**src/rtl/core/fepd_pkg.sv**
```systemverilog
// ----------------------------------------------------------------------------
// fepd_pkg
// Shared constants and types of the flat-Earth polar distance pipeline.
// ----------------------------------------------------------------------------
`default_nettype none

package fepd_pkg;

	typedef logic [31:0]        x2_t;
	typedef logic signed [32:0] acc_t;

	localparam logic [26:0] DEG_TO_RAD = 27'd74961321;
	localparam logic [28:0] EARTH_R    = 29'd417530446;
	localparam acc_t        ONE_Q30    = 33'sd1073741824;
	localparam logic [31:0] DIST_MAX   = 32'd2700000000;
	localparam int          COS_TERMS  = 9;
	localparam int          SQRT_STEPS = 32;
	localparam int          COS_STAGES = 3;
	localparam int          LATENCY    = 9 + COS_TERMS * COS_STAGES + 4 + SQRT_STEPS + 2;

	function automatic int cos_den(int k);
		return (2 * k - 1) * (2 * k);
	endfunction

endpackage

`default_nettype wire

```
**src/rtl/core/fepd_cos_term.sv**
```systemverilog
// ----------------------------------------------------------------------------
// fepd_cos_term
// One Horner step of the cosine series: acc = 1 - x2 * acc / DEN, three stages.
// ----------------------------------------------------------------------------
`default_nettype none

module fepd_cos_term #(
	parameter int DEN = 2
) (
	input  wire               clk,
	input  wire               arst_n,
	input  wire               in_valid,
	input  fepd_pkg::x2_t     in_x2,
	input  fepd_pkg::acc_t    in_acc,
	output logic              out_valid,
	output fepd_pkg::x2_t     out_x2,
	output fepd_pkg::acc_t    out_acc
);

	localparam logic [31:0] RECIP = 32'((64'd1 << 32) / DEN);
	localparam logic [31:0] DEN_W = 32'(DEN);

	logic          v_s1, v_s2;
	logic [61:0]   prod_s1;
	fepd_pkg::x2_t x2_s1, x2_s2;
	logic [31:0]   quo_s2;
	logic [63:0]   m_s2;
	logic [31:0]   qe_c, rem_c, q_c;

	always_comb begin
		qe_c  = m_s2[63:32];
		rem_c = quo_s2 - 32'(64'(qe_c) * 64'(DEN_W));
		q_c   = (rem_c >= DEN_W) ? qe_c + 32'd1 : qe_c;
	end

	always_ff @(posedge clk or negedge arst_n) begin
		if (!arst_n) begin
			v_s1      <= 1'b0;
			v_s2      <= 1'b0;
			out_valid <= 1'b0;
		end else begin
			v_s1      <= in_valid;
			v_s2      <= v_s1;
			out_valid <= v_s2;
		end
	end

	always_ff @(posedge clk) begin
		prod_s1 <= 62'(in_x2) * 62'(in_acc[30:0]);
		x2_s1   <= in_x2;
		quo_s2  <= prod_s1[61:30];
		m_s2    <= 64'(prod_s1[61:30]) * 64'(RECIP);
		x2_s2   <= x2_s1;
		out_x2  <= x2_s2;
		out_acc <= fepd_pkg::ONE_Q30 - fepd_pkg::acc_t'({1'b0, q_c});
	end

endmodule

`default_nettype wire

```
**config.mk**
```make
export PLATFORM = sky130hd
export DESIGN_NAME = fepd_cos_term
export DESIGN_NICKNAME = d
export VERILOG_FILES = /design/src/rtl/core/fepd_pkg.sv /design/src/rtl/core/fepd_cos_term.sv
export SDC_FILE = /design/constraint.sdc
export NUM_CORES = 2
export LEC_CHECK = 0
export BUFFER_PORTS_ARGS = -buffer_cell sky130_fd_sc_hd__buf_2
export CAP_MARGIN = 20
export CORE_UTILIZATION = 34
export CTS_CLUSTER_SIZE = 24
export DETAILED_ROUTE_END_ITERATION = 7
export PLACE_DENSITY = 0.54
export SYNTH_ARGS = -nofsm -noshare
export SYNTH_HDL_FRONTEND = slang
export SYNTH_SLANG_ARGS = --single-unit
```
**constraint.sdc**
```tcl
create_clock -name clk -period 4.7 [get_ports clk]
set_clock_uncertainty 0.1 [all_clocks]
set_input_delay 0.47 -clock clk [delete_from_list [all_inputs] [get_ports clk]]
set_output_delay 0.47 -clock clk [all_outputs]
set_load 0.005 [all_outputs]
```
After elaboration in Yosys (flattened, before gate mapping):

Index checks and enable logic that the tools add are counted.

* register bits: 226
* input bits: 68
* output and inout bits: 66
* logic and storage cells: 15

* $add $sub $neg: 3
* multiply operators: 1
* magnitude comparators: 1
* mux-type cells: 1

Operators with widths (number)
* $mul 33x31->62: 1
* $sub 31x32->33 const A: 1
* $add 31x1->32 const B: 1
* $ge 32x2->1 const B: 1
* $mux 32: 1
* $sub 32x32->32: 1

Logic depth before layout (Yosys ltp):

* word-level depth: 4
* mapped depth: 30
* mapped depth without buffers: 28

Worst setup path before layout:

OpenSTA, ideal clock, no wires.

* path type: in2reg
* start: input port in_x2[13]
* end: register prod_s1[61]
* library setup time: 0.072 ns
* arrival: 7.321 ns
* data required time: 4.528 ns
* slack: -2.793 ns
* stages: 26
* buffers on the path: 2
* path through: clkbuf_1 -> and2_1 -> fa_1 -> fa_1 -> fa_1 -> inv_1 -> fa_1 -> inv_1 -> fa_1 -> fa_1 -> fa_1 -> inv_1 -> fa_1 -> inv_1 -> ha_1 -> clkbuf_1 -> nand2_1 -> nor4_1 -> a22oi_1 -> o221ai_1 -> o2111ai_1 -> a211oi_1 -> o21ai_0 -> o31a_1 -> o21bai_1 -> xnor2_1

* cells in the longest elaborated chain, start to end: 1

Ends and longest elaborated chain
* start, declared: line fepd_cos_term.sv:13 `input fepd_pkg::x2_t in_x2,`
* $mul 33x31->62: line fepd_cos_term.sv:49 `prod_s1 <= 62'(in_x2) * 62'(in_acc[30:0]);`
* end signal, assigned: line fepd_cos_term.sv:49
* end, declared: line fepd_cos_term.sv:24 `logic [61:0] prod_s1;`

Every way passes these cells.

Final worst setup path:

* start: input port in_acc[25]
* end: register prod_s1[61]

* cells in the longest elaborated chain, start to end: 1

Ends and longest elaborated chain
* start, declared: line fepd_cos_term.sv:14 `input fepd_pkg::acc_t in_acc,`
* $mul 33x31->62: line fepd_cos_term.sv:49

Every way passes these cells.

==> flow_summary_export.csv <==
group,metric,value,unit
status,status,"complete, but fails checks",
status,violations,"design-rule violations, negative setup slack",
drt,drt_iter0_drc,1248,
yosys,muxShareOfSynthArea,0,
timing,finalSetupViolCount,31,
place,dpl.hpwl,88400,um
yosys,synth_area,36400,um^2
drt,ant_nets,0,
worst_setup_path,crit_top_cell,"fa_1",
cts,cts.reportedPaths.clkPinSlew,0.08,ns
timing,fin_crit_sh,1.58,
yosys,synth_seq_cells,194,
finish,final_common_cell,"inv_1",
place,globalplace.congestion,0.863,
place,dp.cells,5510,
yosys,ys_types,48,
finish,drive_gt1_frac,0.179,
worst_setup_path,worst_r2r_path_depth,8,
yosys,syn-instance-count,3826,
hold_path,hp-class,"in2reg",
timing,finalHoldViolations,0,
yosys,synth_xor_area_frac,0.0147,
timing,fin_ws,-2.70,ns
cts,numCtsBuffers,17,
timing,max-slew-margin-rel,0.649,
finish,finish.utilization,0.413,
yosys,synth_top_family_by_area,"adder cells",
worst_setup_path,arrival,7.68,ns
drt,drc,8,
yosys,yosysWarnings,0,
finish,final_cell_mix,"939 x inv_1, 826 x fa_1, 532 x and2_1",
timing,fmax,135,MHz
cts,cts_buffer_depth,2,
cts,clock-sinks,194,
global_route,grt_first_pass_wirelength,167000,um
worst_setup_path,r2r_slack,1.11,ns
cts,clkLatencyLatePin,0.46,ns
floorplan,die_w,329,um
cts,htree_levels,4,
yosys,synth_nets,5036,
worst_setup_path,worstPathMaxFanout,13,
finish,fin_cells,5579,
cts,cts_tree,"done",
timing,slew_viol_final,0,
floorplan,io_pins,134,
worst_setup_path,critPathKind,"in2reg",
timing,grt_setup_unrepaired,"true",
finish,fill_cells,10500,
yosys,synth_compound_area_frac,0.0254,
global_route,grt_max_degree,26,
floorplan,dieArea,108000,um^2
cts,cts_root_buffer,"clkbuf_16",
place,numPortBuffers,131,
yosys,synth_ff_type,"dfxtp_1",
worst_setup_path,cp.required,4.98,ns
hold_path,worstHoldEndpoint,"x2_s1[7]",
run,drv_cap,0,
yosys,synthAdderAreaFrac,0.571,
drt,dr.pass1.iters,7,
floorplan,die_h,329,um
worst_setup_path,cp-start-kind,"input pin",
worst_setup_path,cp_slowest_cell,"fa_1",
global_route,grt_pass1_vias,28700,
timing,period_needed,7.40,ns
yosys,yosys.area_share.simple,0.163,
worst_setup_path,r2r-start,"m_s2[36]",
floorplan,core-area,106000,um^2
drt,wl_per_cell,19.0,um
drt,via_per_inst,4.62,
global_route,antenna_found_initial,9,
drt,routed_wl,106000,um
hold_path,hold_depth,1,
worst_setup_path,timing.rr.end,"out_acc[32]",
floorplan,rows,119,
yosys,ys_seq_area_frac,0.107,
global_route,grtUsageTotal,0.206,
timing,tightest_slew,0.521,ns
worst_setup_path,crit_path_end_kind,"register",
hold_path,worstHoldStart,"in_x2[7]",
worst_setup_path,max_stage_delay,0.56,ns
finish,area_delta_synth_final,19.8,%
yosys,synth-edff-count,0,
global_route,grt_overflow,0,
floorplan,initial_core_util,0.345,
yosys,avgSynthCellArea,9.52,um^2
yosys,async_flop_share,0.0155,
finish,finalNetCount,5384,
drt,via_count,25800,
critical path: cells and delay by family:
kind	cells	cell delay, ns
adders and majority gates	9	4.38
AOI/OAI and AO/OA	6	1.33
buffers and inverters	7	0.64
and+or+nand+nor	3	0.74
xor gates and xnor gates	1	0.08
layer usage:
layer | vias to the layer above | GRT usage | part of all wire
met4 | 6 | 0.0634 | 0.034
met5 | - | 0 | 0.00039
met1 | 13400 | 0.257 | 0.41
li1 | 11600 | - | -
met3 | 144 | 0.0353 | 0.052
met2 | 605 | 0.361 | 0.50
sequential cells by signal, indices dropped and copies added, names as in the netlist:
register   count
out_x2        32
out_valid      1
out_acc       33
x2_s2         32
prod_s1       31
v_s2           1
v_s1           1
x2_s1         32
m_s2          31
per-stage QoR:
step | area [um^2] | hold slack (ns) | setup WS [ns] | setup TNS [ns]
final | 43700 | 0.0608 | -2.70 | -74.58
after detailed placement | 41700 | 0.168 | -3.75 | -100.37
after global placement | 41700 | 0.166 | -3.72 | -100.09
after CTS | 43300 | 0.0514 | -2.71 | -73.41
after global routing | 43700 | 0.0274 | -2.92 | -80.66
after floorplan | 37100 | 0.0744 | -2.39 | -61.82
area by class of cell:
| class | count | area (um^2) | area share |
|---|---|---|---|
| timing repair buffer | 519 | 4650 | 0.107 |
| clock inverter | 15 | 165 | 0.00378 |
| tap | 1391 | 1740 | 0.0399 |
| sequential | 194 | 3900 | 0.0893 |
| clock buffer | 17 | 425 | 0.00974 |
| inverter | 967 | 3630 | 0.0831 |
| antenna | 1 | 2.50 | 0.0000573 |
| multi-input combinational | 2475 | 29100 | 0.668 |
cells by family after synthesis:
group | after synthesis
AO/OA/AOI/OAI | 143
XOR/XNOR | 61
adder cells (fa/ha/maj) | 1142
buffers and inverters | 1157
flip-flops | 194
AND/OR/NAND/NOR | 1129
cell usage after synthesis (16+ instances only):
cell type,instances,area (um^2)
a21o_1,23,173
nor2b_1,23,144
xor2_1,20,175
dfxtp_1,191,3820
xnor2_1,41,359
and2_1,567,3550
nor2_1,29,109
a21oi_1,45,225
ha_1,276,3450
clkbuf_1,190,713
o21ai_0,20,100
fa_1,866,17300
inv_1,967,3630
nand2b_1,16,100
nand2_1,420,1580
worst max-delay path by stage:
stage                     startpoint     endpoint  slack [ns]  cells past startpoint
final                     in_acc[25]  prod_s1[61]       -2.70                     26
after global routing        in_x2[9]  prod_s1[61]       -2.92                     29
after CTS                   in_x2[9]  prod_s1[60]       -2.71                     30
after detailed placement  in_acc[25]  prod_s1[61]       -3.75                     21
after global placement    in_acc[25]  prod_s1[61]       -3.72                     21
after floorplan            in_x2[10]  prod_s1[61]       -2.39                     26
repair_timing:
action | 4_1_cts | 5_1_grt
gates cloned | 4 | 0
buffers inserted | 22 | 10
endpoints found under the setup margin | 31 | 31
hold buffers | 2 | 0
endpoints found under the hold margin | 4 | 0
pin swaps | 83 | 71
resized for setup | 165 | 84
Power is not shown: default switching activity piles up to over one toggle a cycle in this logic, so the estimate is an artifact.
